$ cat src/hdl/i2cmts_pkg.sv
// shared types, codes and sizes for the i2c master transaction sequencer
package i2cmts_pkg;

  localparam int TX_DEPTH = 128;
  localparam int TX_AW    = $clog2(TX_DEPTH);
  localparam int TX_CW    = $clog2(TX_DEPTH + 1);

  localparam logic [2:0] MODE_LOAD     = 3'd0;
  localparam logic [2:0] MODE_START    = 3'd1;
  localparam logic [2:0] MODE_SENT     = 3'd2;
  localparam logic [2:0] MODE_DONE     = 3'd3;
  localparam logic [2:0] MODE_RX_READY = 3'd4;
  localparam logic [2:0] MODE_ERROR    = 3'd5;

  localparam logic [2:0] ACT_NONE      = 3'd0;
  localparam logic [2:0] ACT_ADDR      = 3'd1;
  localparam logic [2:0] ACT_DATA      = 3'd2;
  localparam logic [2:0] ACT_RESTART   = 3'd3;
  localparam logic [2:0] ACT_STOP      = 3'd4;
  localparam logic [2:0] ACT_NACK_STOP = 3'd5;

  typedef struct packed {
    logic [2:0] mode;
    logic [6:0] tx_index;
    logic [7:0] tx_byte;
    logic [7:0] slave_address;
    logic [7:0] tx_count;
    logic [7:0] rx_count;
    logic [7:0] rx_byte;
  } cmd_t;

  typedef struct packed {
    logic [2:0] bus_action;
    logic [7:0] bus_byte;
    logic       rx_valid;
    logic [7:0] rx_data;
    logic       rx_last;
    logic       busy_res;
    logic       rejected;
  } res_t;

  typedef struct packed {
    logic capture;
    logic commit;
  } ctl_t;

endpackage

$ cat src/hdl/i2cmts_ctrl.sv
// handshake controller: takes an item, then commits its result to the output register
module i2cmts_ctrl (
  input  logic              clk,
  input  logic              rst,
  input  logic              cmd_valid,
  output logic              cmd_stall,
  output logic              res_valid,
  input  logic              res_stall,
  output i2cmts_pkg::ctl_t  ctl
);
  import i2cmts_pkg::*;

  typedef enum logic {
    S_IDLE,
    S_EXEC
  } state_t;

  state_t state;

  assign cmd_stall   = (state != S_IDLE);
  assign ctl.capture = (state == S_IDLE) && cmd_valid;
  assign ctl.commit  = (state == S_EXEC) && (!res_valid || !res_stall);

  always_ff @(posedge clk) begin
    if (rst) begin
      state     <= S_IDLE;
      res_valid <= 1'b0;
    end else begin
      case (state)
        S_IDLE: begin
          if (cmd_valid) begin
            state <= S_EXEC;
          end
        end
        S_EXEC: begin
          if (ctl.commit) begin
            state <= S_IDLE;
          end
        end
        default: begin
          state <= S_IDLE;
        end
      endcase
      res_valid <= ctl.commit || (res_valid && res_stall);
    end
  end

endmodule

$ cat src/hdl/i2cmts_dpath.sv
// datapath: transmit buffer, transaction state and result register
module i2cmts_dpath (
  input  logic              clk,
  input  logic              rst,
  input  i2cmts_pkg::ctl_t  ctl,
  input  i2cmts_pkg::cmd_t  cmd,
  output i2cmts_pkg::res_t  res
);
  import i2cmts_pkg::*;

  typedef enum logic [1:0] {
    PH_IDLE,
    PH_WRITE,
    PH_PREREAD,
    PH_READ
  } phase_t;

  logic [7:0]       tx_buffer [TX_DEPTH];
  logic [7:0]       rdata;
  cmd_t             item;
  phase_t           phase, phase_next;
  logic [TX_CW-1:0] tx_remaining, tx_remaining_next;
  logic [7:0]       rx_remaining, rx_remaining_next;
  logic [TX_AW-1:0] byte_index, byte_index_next;
  logic [7:0]       target_address, target_address_next;
  logic             wr_en;
  res_t             result;
  logic             busy;
  logic [TX_AW-1:0] byte_index_inc;

  assign busy = (phase != PH_IDLE);
  assign byte_index_inc = (byte_index == TX_AW'(TX_DEPTH - 1)) ? '0 :
                          byte_index + TX_AW'(1);

  always_comb begin
    phase_next          = phase;
    tx_remaining_next   = tx_remaining;
    rx_remaining_next   = rx_remaining;
    byte_index_next     = byte_index;
    target_address_next = target_address;
    wr_en               = 1'b0;
    result              = '0;
    case (item.mode)
      MODE_LOAD: begin
        if (busy) begin
          result.rejected = 1'b1;
        end else if (9'(item.tx_index) < 9'(TX_DEPTH)) begin
          wr_en = 1'b1;
        end
      end
      MODE_START: begin
        if (busy) begin
          result.rejected = 1'b1;
        end else begin
          target_address_next = item.slave_address;
          tx_remaining_next   = (9'(item.tx_count) > 9'(TX_DEPTH)) ?
                                TX_CW'(TX_DEPTH) : TX_CW'(item.tx_count);
          rx_remaining_next   = item.rx_count;
          byte_index_next     = '0;
          phase_next          = (item.rx_count == 8'd0) ? PH_WRITE : PH_PREREAD;
        end
      end
      MODE_SENT: begin
        if (phase == PH_WRITE || phase == PH_PREREAD) begin
          result.bus_action = ACT_ADDR;
          result.bus_byte   = {target_address[7:1], 1'b0};
          byte_index_next   = '0;
        end else if (phase == PH_READ) begin
          result.bus_action = ACT_ADDR;
          result.bus_byte   = {target_address[7:1], 1'b1};
          byte_index_next   = '0;
        end
      end
      MODE_DONE: begin
        if (phase == PH_WRITE || phase == PH_PREREAD) begin
          if (tx_remaining == '0) begin
            if (phase == PH_WRITE) begin
              result.bus_action = ACT_STOP;
              phase_next        = PH_IDLE;
            end else begin
              result.bus_action = ACT_RESTART;
              phase_next        = PH_READ;
              byte_index_next   = '0;
            end
          end else begin
            result.bus_action = ACT_DATA;
            result.bus_byte   = rdata;
            byte_index_next   = byte_index_inc;
            tx_remaining_next = tx_remaining - TX_CW'(1);
          end
        end
      end
      MODE_RX_READY: begin
        if (phase == PH_READ) begin
          result.rx_valid = 1'b1;
          result.rx_data  = item.rx_byte;
          if (rx_remaining <= 8'd1) begin
            rx_remaining_next = '0;
            result.rx_last    = 1'b1;
            result.bus_action = ACT_NACK_STOP;
            phase_next        = PH_IDLE;
          end else begin
            rx_remaining_next = rx_remaining - 8'd1;
          end
        end
      end
      MODE_ERROR: begin
        result.bus_action = ACT_STOP;
        phase_next        = PH_IDLE;
      end
      default: begin
      end
    endcase
    result.busy_res = (phase_next != PH_IDLE);
  end

  // buffer read tracks byte_index so the data byte is ready when the item executes
  always_ff @(posedge clk) begin
    rdata <= tx_buffer[byte_index];
    if (ctl.commit && wr_en) begin
      tx_buffer[TX_AW'(item.tx_index)] <= item.tx_byte;
    end
  end

  always_ff @(posedge clk) begin
    if (ctl.capture) begin
      item <= cmd;
    end
    if (ctl.commit) begin
      res <= result;
    end
  end

  always_ff @(posedge clk) begin
    if (rst) begin
      phase          <= PH_IDLE;
      tx_remaining   <= '0;
      rx_remaining   <= '0;
      byte_index     <= '0;
      target_address <= '0;
    end else if (ctl.commit) begin
      phase          <= phase_next;
      tx_remaining   <= tx_remaining_next;
      rx_remaining   <= rx_remaining_next;
      byte_index     <= byte_index_next;
      target_address <= target_address_next;
    end
  end

endmodule

$ cat src/hdl/i2c_master_transaction_sequencer_unit.sv
// top level of the i2c master transaction sequencer
//
//   port group             dir   role
//   cmd_valid/stall/cmd    in    load, start and bus engine event items
//   res_valid/stall/res    out   one result item per command item
//
// each item is first captured into the item register, then executed, which loads
// the output register; the transmit buffer read is registered in between.
// a new item is taken while the previous result still waits in the output register.
// a stalled output holds the next item in execution until the register frees.
// reset clears the controller and transaction state; the buffer is not cleared.
module i2c_master_transaction_sequencer_unit (
  input  logic              clk,
  input  logic              rst,
  input  logic              cmd_valid,
  output logic              cmd_stall,
  input  i2cmts_pkg::cmd_t  cmd,
  output logic              res_valid,
  input  logic              res_stall,
  output i2cmts_pkg::res_t  res
);
  import i2cmts_pkg::*;

  ctl_t ctl;

  i2cmts_ctrl u_ctrl (
    .clk       (clk),
    .rst       (rst),
    .cmd_valid (cmd_valid),
    .cmd_stall (cmd_stall),
    .res_valid (res_valid),
    .res_stall (res_stall),
    .ctl       (ctl)
  );

  i2cmts_dpath u_dpath (
    .clk (clk),
    .rst (rst),
    .ctl (ctl),
    .cmd (cmd),
    .res (res)
  );

  a_accept_then_busy: assert property (@(posedge clk) disable iff (rst)
    (cmd_valid && !cmd_stall) |=> cmd_stall)
    else $error("accepted item did not move into execution");

  a_commit_only_in_exec: assert property (@(posedge clk) disable iff (rst)
    ctl.commit |-> (cmd_stall && !ctl.capture))
    else $error("commit outside execution");

  a_result_from_commit: assert property (@(posedge clk) disable iff (rst)
    $rose(res_valid) |-> $past(ctl.commit))
    else $error("result appeared without a commit");

  a_last_rx: assert property (@(posedge clk) disable iff (rst)
    (res_valid && res.rx_last) |->
      (res.rx_valid && !res.busy_res && res.bus_action == ACT_NACK_STOP))
    else $error("last received byte without nack and stop");

endmodule
$ cat config.mk
export PLATFORM = sky130hd
export DESIGN_NAME = i2c_master_transaction_sequencer_unit
export DESIGN_NICKNAME = d
export VERILOG_FILES = /design/src/hdl/i2cmts_pkg.sv /design/src/hdl/i2cmts_ctrl.sv /design/src/hdl/i2cmts_dpath.sv /design/src/hdl/i2c_master_transaction_sequencer_unit.sv
export SDC_FILE = /design/constraint.sdc
export NUM_CORES = 1
export LEC_CHECK = 0
export BUFFER_PORTS_ARGS = -buffer_cell sky130_fd_sc_hd__buf_2
export CAP_MARGIN = 20
export CORE_ASPECT_RATIO = 0.75
export CORE_MARGIN = 5
export CORE_UTILIZATION = 56
export CTS_CLUSTER_SIZE = 14
export DETAILED_ROUTE_END_ITERATION = 6
export HOLD_SLACK_MARGIN = 0.03
export PLACE_DENSITY = 0.75
export SLEW_MARGIN = 20
export SYNTH_ARGS = -nofsm -noshare
export SYNTH_HDL_FRONTEND = slang
export SYNTH_HIERARCHICAL = 1
export SYNTH_SLANG_ARGS = --single-unit
export TNS_END_PERCENT = 30
$ cat constraint.sdc
create_clock -name clk -period 3.7 [get_ports clk]
set_input_delay 0.555 -clock clk [delete_from_list [all_inputs] [get_ports clk]]
set_output_delay 0.555 -clock clk [all_outputs]
set_load 0.005 [all_outputs]
# Word level (Yosys, flattened, before mapping)
# Memory sizes are Yosys's and may differ from the RTL's. A register that Yosys moved wholly into a read port is not among the register bits.
# Cells that the tools add are included.
totals:
  reg_bits: 108
  ramBits: 1024
  in_bits: 54
  out_inout_bits: 25
  memories: 1
mem_list:
  columns: ["memory", "words", "width", "rd", "rd_ports_with_merged_regs", "wr", "line", "source"]
  rows:
  - ["u_dpath.tx_buffer", 128, 8, 1, 1, 1, "i2cmts_dpath.sv:18", "logic [7:0] tx_buffer [TX_DEPTH];"]
classes:
  addsub: 3
  n_lt_le_gt_ge: 2
  n_eq_ne: 15
  mux: 45
  bitwise_logic: 2
  reduce_logical: 23
op_table:
  columns: ["op", "count"]
  rows:
  - ["$mux W8", 8]
  - ["$mux W7", 7]
  - ["$pmux W8 S2", 3]
  - ["$pmux W7 S3", 1]
  - ["$mux W9", 2]
  - ["$logic_not A8 Y1", 2]
  - ["$sub A8 B1 Y8 const B", 2]
  - ["$mux W2", 7]
  - ["$mux W3", 4]
  - ["$pmux W3 S4", 1]
  - ["$mux W11", 1]
  - ["$mux W10", 1]
  - ["$gt A8 B8 Y1 const B", 1]
  - ["$le A8 B1 Y1 const B", 1]
  - ["$mux W1", 8]
  - ["$pmux W2 S4", 1]
  - ["$reduce_bool A2 Y1", 4]
  - ["$add A7 B1 Y7 const B", 1]
  - ["$eq A7 B7 Y1 const B", 1]
  - ["$eq A3 B2 Y1 const B", 2]
  - ["$eq A3 B3 Y1 const B", 2]
  - ["$reduce_and A6 Y1", 1]
  - ["$reduce_and A5 Y1", 1]
  - ["$eq A2 B2 Y1 const B", 2]
  - ["17 further kinds", 26]

# Longest topological paths before layout
# Gate-level depths: netlist of run 1.
logic_depth:
  ltp_word: 6
  mapped_depth: 11
  mapped_depth_nobuf: 8

# Cells and area by module
# The synthesis of run 1 kept the hierarchy.
by_module_without_submodules:
  columns: ["module", "n_inst", "cells_per_inst", "area_each_um2", "seq_area_each_um2"]
  rows:
  - ["i2cmts_dpath", 1, 2330, 44512.7, 33712.3]
  - ["i2cmts_ctrl", 1, 9, 92.6, 40.0]

# Worst setup path after synthesis of run 1
# No wires, ideal clock.
synth_path:
  kind: "input port to flip-flop"
  start: "input res_stall"
  end: "memory u_dpath.tx_buffer[62][0], enable pin"
  setup_ns: 0.370
  arrival_ns: 3.221
  t_required_ns: 3.330
  path_slack_ns: 0.109
  cell_stages: 7
  n_path_buf: 1
  path_cell_list: "a21boi_1 > nor2b_1 > nand3_1 > nor2_1 > nand3_1 > clkbuf_1 > nor2_1"
synth_between:
  elab_chain_cells: 6
synth_lines:
  columns: ["item", "line", "source"]
  rows:
  - ["start: declaration", "i2c_master_transaction_sequencer_unit.sv:19", "input logic res_stall,"]
  - ["$logic_not A1 Y1", "i2cmts_ctrl.sv:22", "assign ctl.commit = (state == S_EXEC) && (!res_valid || !res_stall);"]
  - ["$logic_or A1 B1 Y1", "i2cmts_ctrl.sv:22", null]
  - ["$logic_and A1 B1 Y1", "i2cmts_ctrl.sv:22", null]
  - ["$logic_and A1 B1 Y1", "i2cmts_dpath.sv:120", "if (ctl.commit && wr_en) begin"]
  - ["$mux W1", "i2cmts_dpath.sv:120", null]
  - ["$mux W1 (implied by the code)", "i2cmts_dpath.sv:121", "tx_buffer[TX_AW'(item.tx_index)] <= item.tx_byte;"]
  - ["end: declaration", "i2cmts_dpath.sv:18", null]
# Every way passes these cells.

==> results of run 1 <==
## registers in the layout, summed over array words and instances, names as in the netlist
name	cells
u_dpath/rx_remaining	8
u_dpath/rdata	8
u_ctrl/res_valid	1
u_dpath/tx_remaining	8
u_ctrl/cmd_stall	1
u_dpath/res	23
u_dpath/target_address	7
u_dpath/byte_index	7
u_dpath/tx_buffer	1024
u_dpath/item	49
u_dpath/phase	2
## path summary, 6_finish.rpt
kind | startpoint | end | slack (ns) | depth (start not counted)
worst min-delay path | cmd[34] | u_dpath/item[34] | 0.06 | 1
worst max register to register | u_dpath/byte_index[2] | u_dpath/rdata[7] | 0.26 | 9
worst max-delay path | u_dpath/byte_index[2] | u_dpath/rdata[7] | 0.26 | 9
worst min register to register | u_dpath/target_address[1] | u_dpath/target_address[1] | 0.47 | 2
## synthesized netlist by cell type (4+ instances only)
| cell type | count | area share |
|---|---|---|
| a2111oi_0 | 5 | 0.00098 |
| a211oi_1 | 4 | 0.00067 |
| a21oi_1 | 44 | 0.0049 |
| a221oi_1 | 16 | 0.0031 |
| a22o_1 | 9 | 0.0018 |
| a22oi_1 | 47 | 0.0079 |
| a311oi_1 | 4 | 0.00079 |
| a31oi_1 | 8 | 0.0011 |
| a32oi_1 | 4 | 0.00079 |
| a41oi_1 | 8 | 0.0016 |
| and2_1 | 8 | 0.0011 |
| and3_1 | 17 | 0.0024 |
| buf_1 | 9 | 0.00076 |
| buf_2 | 31 | 0.0035 |
| buf_4 | 26 | 0.0044 |
| buf_6 | 16 | 0.0040 |
| clkbuf_1 | 43 | 0.0036 |
| dfxtp_1 | 42 | 0.019 |
| edfxtp_1 | 1096 | 0.74 |
| ha_1 | 12 | 0.0034 |
| inv_1 | 18 | 0.0015 |
| mux2_2 | 11 | 0.0028 |
| mux2i_1 | 104 | 0.023 |
| mux4_2 | 219 | 0.11 |
| nand2_1 | 155 | 0.013 |
| nand2b_1 | 5 | 0.00070 |
| nand3_1 | 42 | 0.0047 |
| nand3b_1 | 9 | 0.0015 |
| nand4_1 | 7 | 0.00098 |
| nor2_1 | 183 | 0.015 |
| nor2b_1 | 28 | 0.0039 |
| nor3_1 | 11 | 0.0012 |
| o211ai_1 | 7 | 0.0012 |
| o21ai_0 | 31 | 0.0035 |
| o221ai_1 | 7 | 0.0014 |
| o32a_1 | 5 | 0.0011 |
| xor2_1 | 4 | 0.00079 |
## worst max-delay path: cells and delay by family, from the launching register on
kind                   cells  cell delay (ns)
buffers and inverters      3             1.01
DFF                        1             0.99
AOI/OAI and AO/OA          2             0.89
and+or+nand+nor            3             0.23
muxes                      1             0.21
## through the flow
stage / power [mW] / area, µm² / setup slack [ns] / hold slack [ns]
6_report: 24.8 / 49600 / 0.265 / 0.0621
2_1_floorplan: 14.8 / 44600 / 0.109 / 0.436
5_1_grt: 25.5 / 49600 / 0.0649 / 0.0307
4_1_cts: 24.9 / 49500 / 0.330 / 0.0337
3_3_place_gp: 15.1 / 46500 / 0.420 / 0.449
3_5_place_dp: 15.1 / 46500 / 0.357 / 0.457
## layout by cell type (no fill, tap or decap), types with 6 or more instances in the layout
cell type | Yosys | layout
clkbuf_1 | 43 | 36
ha_1 | 12 | 12
and3_1 | 17 | 17
a22oi_1 | 47 | 47
edfxtp_1 | 1096 | 1096
o21ai_0 | 31 | 31
buf_2 | 31 | 77
o211ai_1 | 7 | 7
clkinv_2 | 0 | 14
a22o_1 | 9 | 9
clkinv_1 | 0 | 7
nand3b_1 | 9 | 9
nor3_1 | 11 | 11
a41oi_1 | 8 | 8
a31oi_1 | 8 | 8
o221ai_1 | 7 | 7
nor2b_1 | 28 | 28
clkbuf_8 | 0 | 6
buf_12 | 0 | 15
and2_1 | 8 | 8
a21oi_1 | 44 | 44
clkbuf_16 | 0 | 103
nor2_1 | 183 | 183
dfxtp_1 | 42 | 39
nand3_1 | 42 | 42
mux4_2 | 219 | 219
mux2_2 | 11 | 11
nand2_1 | 155 | 155
inv_1 | 18 | 16
buf_4 | 26 | 83
a221oi_1 | 16 | 16
mux2i_1 | 104 | 104
nand4_1 | 7 | 7
## per-layer routing
metal / track usage / up-vias
met5: 0 / -
met4: 0.0585 / 0
met3: 0.0798 / 207
met2: 0.365 / 1522
met1: 0.354 / 12100
li1: - / 9740
## final cells by class
class / count / area [µm²] / share of cell area
Clock buffer: 145 / 2800 / 0.0564
Clock inverter: 26 / 250 / 0.00505
Inverter: 18 / 68.8 / 0.00139
Multi-Input combinational cell: 1056 / 10000 / 0.203
Sequential cell: 1138 / 33800 / 0.681
Tap cell: 1046 / 1310 / 0.0264
Timing Repair Buffer: 177 / 1340 / 0.0270
## cell families after synthesis
group                    count (synthesis)
AO/OA/AOI/OAI                          222
adder cells (fa/ha/maj)                 12
multiplexers                           334
buffers and inverters                  145
AND/OR/NAND/NOR                        482
XOR/XNOR                                 6
flip-flops                            1138
## report_power, final
part	internal, mW	leakage (nW)	switching, mW
sequential	14.2	10.2	0.0607
combinational	0.176	3.64	0.423
clock	5.55	1.49	4.37
==> qor.json, run 1 <==
{
  "timing.hold.worst.class": {"value": "in -> reg"},
  "totalNegativeSetupSlack": {"value": 0, "unit": "ns"},
  "endpoint_kind": {"value": "flop"},
  "setup_viol": {"value": 0},
  "rows": {"value": 89},
  "slew_violations": {"value": 0},
  "ir_drop": {"value": 0.428, "unit": "mV"},
  "power.density": {"value": 499, "unit": "nW/µm²"},
  "synthFlopType": {"value": "edfxtp_1"},
  "drt_wl_total": {"value": 103000, "unit": "µm"},
  "async_reset_ff_frac": {"value": 0},
  "vias": {"value": 23600},
  "grt.overflow.total": {"value": 0},
  "die_area": {"value": 85500, "unit": "µm²"},
  "cp_peak_stage_delay": {"value": 0.99, "unit": "ns"},
  "routed.top_layer": {"value": "met4"},
  "max_cap_viol_count": {"value": 0},
  "final_cell_count_no_fill": {"value": 3606},
  "drt_drc_violations_left": {"value": 1},
  "synth.mux.area_fraction": {"value": 0.137},
  "syn-num-nets": {"value": 2405},
  "diodes": {"value": 0},
  "cts-resized-gates": {"value": 0},
  "critical_path.slowest_cell": {"value": "dfxtp_4"},
  "met2WireLength": {"value": 47200, "unit": "µm"},
  "grt_start_max_net_pins": {"value": 129},
  "met1Wirelength": {"value": 40200, "unit": "µm"},
  "unrepaired_setup_endpoints_after_global_routing": {"value": "false"},
  "leakage_power": {"value": 15.4, "unit": "nW"},
  "ys.warnings.count": {"value": 6},
  "drtPass1Iterations": {"value": 7},
  "cp.arrival": {"value": 4.04, "unit": "ns"},
  "synth-edff-count": {"value": 1096},
  "initial_cell_density_of_the_core": {"value": 0.566},
  "hold_viol": {"value": 0},
  "synth_xor_xnor_area_share": {"value": 0.00118},
  "main_combinational_cell_family_by_area_after_synthesis": {"value": "multiplexers"},
  "drt-wirelength-per-cell": {"value": 28.7, "unit": "µm"},
  "area_growth": {"value": 11.1, "unit": "%"},
  "cts_hold_repair.buffers": {"value": 0},
  "tritoncts_clock_tree": {"value": "done"},
  "cts_root_buffer": {"value": "clkbuf_16"},
  "detailed_place_hpwl": {"value": 63000, "unit": "µm"},
  "antenna_viol_nets_final": {"value": 0},
  "die_width": {"value": 336, "unit": "µm"},
  "drive_above_1_share": {"value": 0.214},
  "buffer_levels_on_the_longest_clock_path": {"value": 3},
  "critical_path.cell_chain": {"value": "buf_4, buf_4, mux4_2, nand2_1, nand3_1, nand2_1, a2111oi_0, buf_4, o32a_1"},
  "period_minus_slack": {"value": 3.44, "unit": "ns"},
  "gr-usage-all-layers": {"value": 0.243},
  "outcome": {"value": "complete, but fails checks"},
  "fin_skew": {"value": 0.0165, "unit": "ns"},
  "failing_checks": {"value": "DRC"},
  "grt_first_pass_wirelength": {"value": 153000, "unit": "µm"},
  "average_footprint_of_a_synthesized_cell": {"value": 19.1, "unit": "µm²"},
  "dp.cells": {"value": 3433},
  "insertion_delay_of_the_later_clocked_pin_in_the_worst_skew_pair": {"value": 0.67, "unit": "ns"},
  "io_buffer_count": {"value": 77},
  "synth_seq_area_share": {"value": 0.757},
  "num-nets-final": {"value": 2555},
  "max_freq": {"value": 291, "unit": "MHz"},
  "synthSimpleGateAreaFrac": {"value": 0.0482},
  "crit_top_cell": {"value": "buf_4"},
  "yosys.cell_types.count": {"value": 67},
  "gp_congestion": {"value": 0.894},
  "utilization": {"value": 0.629},
  "chipHeight": {"value": 254, "unit": "µm"},
  "finalCritPeriodShare": {"value": 0.928},
  "largest_fanout_of_any_net_on_the_critical_path": {"value": 55},
  "syn-instance-count": {"value": 2339},
  "vias_cell": {"value": 6.54},
  "cts.clk_slew.worst_paths": {"value": 0.07, "unit": "ns"},
  "via_count_of_the_first_global_routing_pass": {"value": 23400},
  "grt_antenna_before_repair": {"value": 0},
  "worst_path_required_time": {"value": 4.31, "unit": "ns"},
  "fillCellCount": {"value": 5296},
  "wl_met3": {"value": 13400, "unit": "µm"},
  "max-slew-margin-rel": {"value": 0.246},
  "synth_compound_area_frac": {"value": 0.0354},
  "cts.htree.levels": {"value": 3},
  "cts.sink_count": {"value": 1138},
  "syn_area": {"value": 44600, "unit": "µm²"},
  "fp.coreArea": {"value": 78800, "unit": "µm²"},
  "postCtsSetupRepairBufs": {"value": 0},
  "setup.worst_path.start_class": {"value": "flop"},
  "path_class": {"value": "reg -> reg"},
  "worst_pin_slew": {"value": 1.13, "unit": "ns"},
  "numCtsBuffers": {"value": 98},
  "ys_ff_latch": {"value": 1138},
  "drt_iter0_drc": {"value": 3413},
  "num_io_pins": {"value": 79},
  "synth_adder_area_share": {"value": 0.00337}
}
(Power assumes the default switching activity.)
==> inputs of run 2 (changes only) <==
--- a/config.mk
+++ b/config.mk
@@ -5,6 +5,7 @@
 export SDC_FILE = /design/constraint.sdc
 export NUM_CORES = 1
 export LEC_CHECK = 0
+export ABC_AREA = 0
 export BUFFER_PORTS_ARGS = -buffer_cell sky130_fd_sc_hd__buf_2
 export CAP_MARGIN = 20
 export CORE_ASPECT_RATIO = 0.75
@@ -14,6 +15,7 @@
 export DETAILED_ROUTE_END_ITERATION = 6
 export HOLD_SLACK_MARGIN = 0.03
 export PLACE_DENSITY = 0.75
+export REMOVE_ABC_BUFFERS = 1
 export SLEW_MARGIN = 20
 export SYNTH_ARGS = -nofsm -noshare
 export SYNTH_HDL_FRONTEND = slang
==> run 2 against run 1 <==
  * The flow now finishes without violations
  * Global-route usage is 0.085 points lower
  * Clock power barely moved
  * Cell area is 0.55% higher
  * Largest power group unchanged
==> qor.json, run 2 (synthesis gave the netlist of run 1 again) <==
{
  "leakage_power": {"value": 15.4, "unit": "nW"},
  "antenna_viol_nets_final": {"value": 0},
  "timing.hold.worst.class": {"value": "in -> reg"},
  "gr-usage-all-layers": {"value": 0.242},
  "num_io_pins": {"value": 79},
  "fp.coreArea": {"value": 78800, "unit": "µm²"},
  "max-slew-margin-rel": {"value": 0.324},
  "vias": {"value": 23600},
  "endpoint_kind": {"value": "flop"},
  "grt.overflow.total": {"value": 0},
  "drive_above_1_share": {"value": 0.213},
  "drt_drc_violations_left": {"value": 0},
  "r2r_slack": {"value": 0.62, "unit": "ns"},
  "most-common-layout-cells": {"value": "1096 x edfxtp_1, 219 x mux4_2, 183 x nor2_1, 155 x nand2_1, 104 x mux2i_1"},
  "critical_path.slowest_cell": {"value": "a221oi_1"},
  "cts_root_buffer": {"value": "clkbuf_16"},
  "grt_first_pass_wirelength": {"value": 153000, "unit": "µm"},
  "fin_skew": {"value": 0.0435, "unit": "ns"},
  "cts.htree.levels": {"value": 3},
  "max_cap_viol_count": {"value": 0},
  "largest_fanout_of_any_net_on_the_critical_path": {"value": 47},
  "slew_violations": {"value": 0},
  "tritoncts_clock_tree": {"value": "done"},
  "totalNegativeSetupSlack": {"value": 0, "unit": "ns"},
  "cts.clk_slew.worst_paths": {"value": 0.06, "unit": "ns"},
  "setup_ws": {"value": 0.622, "unit": "ns"},
  "final_common_cell": {"value": "edfxtp_1"},
  "cts.sink_count": {"value": 1138},
  "power.density": {"value": 499, "unit": "nW/µm²"},
  "ff_latch_area": {"value": 33800, "unit": "µm²"},
  "gp_congestion": {"value": 0.879},
  "setup.worst_path.start_class": {"value": "flop"},
  "cp_peak_stage_delay": {"value": 0.69, "unit": "ns"},
  "numCtsBuffers": {"value": 100},
  "cts-resized-gates": {"value": 0},
  "drtPass1Iterations": {"value": 6},
  "diodes": {"value": 0},
  "utilization": {"value": 0.632},
  "path_class": {"value": "reg -> reg"},
  "top_regs": {"value": "u_dpath/tx_buffer: 1024 flops, u_dpath/item: 49 flops, u_dpath/res: 23 flops"},
  "initial_cell_density_of_the_core": {"value": 0.566},
  "register_containing_the_most_flip_flops_in_the_final_layout": {"value": "u_dpath/tx_buffer"},
  "drt_wl_total": {"value": 103000, "unit": "µm"},
  "setup_viol": {"value": 0},
  "vias_cell": {"value": 6.52},
  "fillCellCount": {"value": 5186},
  "worst_pin_slew": {"value": 1.01, "unit": "ns"},
  "max_freq": {"value": 325, "unit": "MHz"},
  "die_width": {"value": 336, "unit": "µm"},
  "cp.arrival": {"value": 3.60, "unit": "ns"},
  "io_buffer_count": {"value": 77},
  "drt_iter0_drc": {"value": 3688},
  "hold_viol": {"value": 0},
  "detailed_place_hpwl": {"value": 62700, "unit": "µm"},
  "finalCritPeriodShare": {"value": 0.832},
  "via_count_of_the_first_global_routing_pass": {"value": 23200},
  "num-nets-final": {"value": 2571},
  "critical_path.cell_chain": {"value": "buf_12, mux4_2, a221oi_1, o221ai_1, a31oi_1, a41oi_1"},
  "period_minus_slack": {"value": 3.08, "unit": "ns"},
  "multi_input_area": {"value": 10000, "unit": "µm²"},
  "buffer_levels_on_the_longest_clock_path": {"value": 3},
  "insertion_delay_of_the_later_clocked_pin_in_the_worst_skew_pair": {"value": 0.68, "unit": "ns"},
  "outcome": {"value": "finished clean"},
  "largest_register_ffs": {"value": 1024},
  "dp_slack": {"value": 0.575, "unit": "ns"},
  "die_area": {"value": 85500, "unit": "µm²"},
  "rows": {"value": 89},
  "area_growth": {"value": 11.7, "unit": "%"},
  "chipHeight": {"value": 254, "unit": "µm"},
  "ir_drop": {"value": 0.499, "unit": "mV"},
  "grt_antenna_before_repair": {"value": 0},
  "drt-wirelength-per-cell": {"value": 28.5, "unit": "µm"},
  "grt_start_max_net_pins": {"value": 129},
  "worst_path_required_time": {"value": 4.22, "unit": "ns"},
  "unrepaired_setup_endpoints_after_global_routing": {"value": "false"}
}
-- run 2: cell types whose count changed in the layout (fill, tap and decap cells not counted), sizes merged --
cell,before,now
clkbuf,145,144
inv,18,20
clkinvlp,0,2
buf,177,172
dlygate4sd3,0,19
clkinv,21,23
-- run 2: what timing repair did --
action	CTS	global route
buffers inserted	0	0
endpoints found under the hold margin	18	1
hold buffers	18	1
endpoints found under the setup margin	0	0
-- run 2: path summary, 6_finish.rpt --
check,startpoint,endpoint,cells past startpoint
hold reg to reg,u_dpath/target_address[3],u_dpath/target_address[3],2
setup reg to reg,u_dpath/byte_index[0],u_dpath/rdata[3],6
hold / removal,cmd[7],u_dpath/item[7],1
setup / recovery,u_dpath/byte_index[0],u_dpath/rdata[3],6
-- run 2: layer usage --
layer,global-route usage,up-vias,routed length (µm)
met3,0.0571,177,11500
met1,0.369,12300,41700
li1,-,9764,-
met4,0.0615,0,2380
met2,0.362,1388,47500
met5,0,-,0
-- run 2: power by group --
part	internal (mW)	total [mW]	switching [mW]
Clock	5.56	10.0	4.48
Combinational	0.183	0.617	0.434
Sequential	14.2	14.2	0.0514
-- run 2: layout make-up --
type,instances,share of cell area
clock buffers,144,0.0556
clock inverters,32,0.00733
inverters,18,0.00138
multi-input cells,1056,0.201
flip-flops and latches,1138,0.677
well taps,1046,0.0263
repair buffers,191,0.0305
-- run 2: per-stage QoR --
stage / cell area [µm²] / hold slack (ns) / power [mW] / instances
after CTS: 49800 / 0.0303 / 25.0 / 3624
after detailed placement: 46500 / 0.460 / 15.1 / 3430
after global placement: 46500 / 0.447 / 15.1 / 3429
final: 49800 / 0.0618 / 24.9 / 3625
after floorplan: 43800 / 0.430 / 14.8 / 2212
after global routing: 49800 / 0.0356 / 25.6 / 3625
-- run 2: worst max-delay path, delay by kind of cell (launching register included) --
kind,cells,cell delay [ns]
flops,1,0.68
buf+inv,1,0.36
compound gates,4,1.23
mux,1,0.59
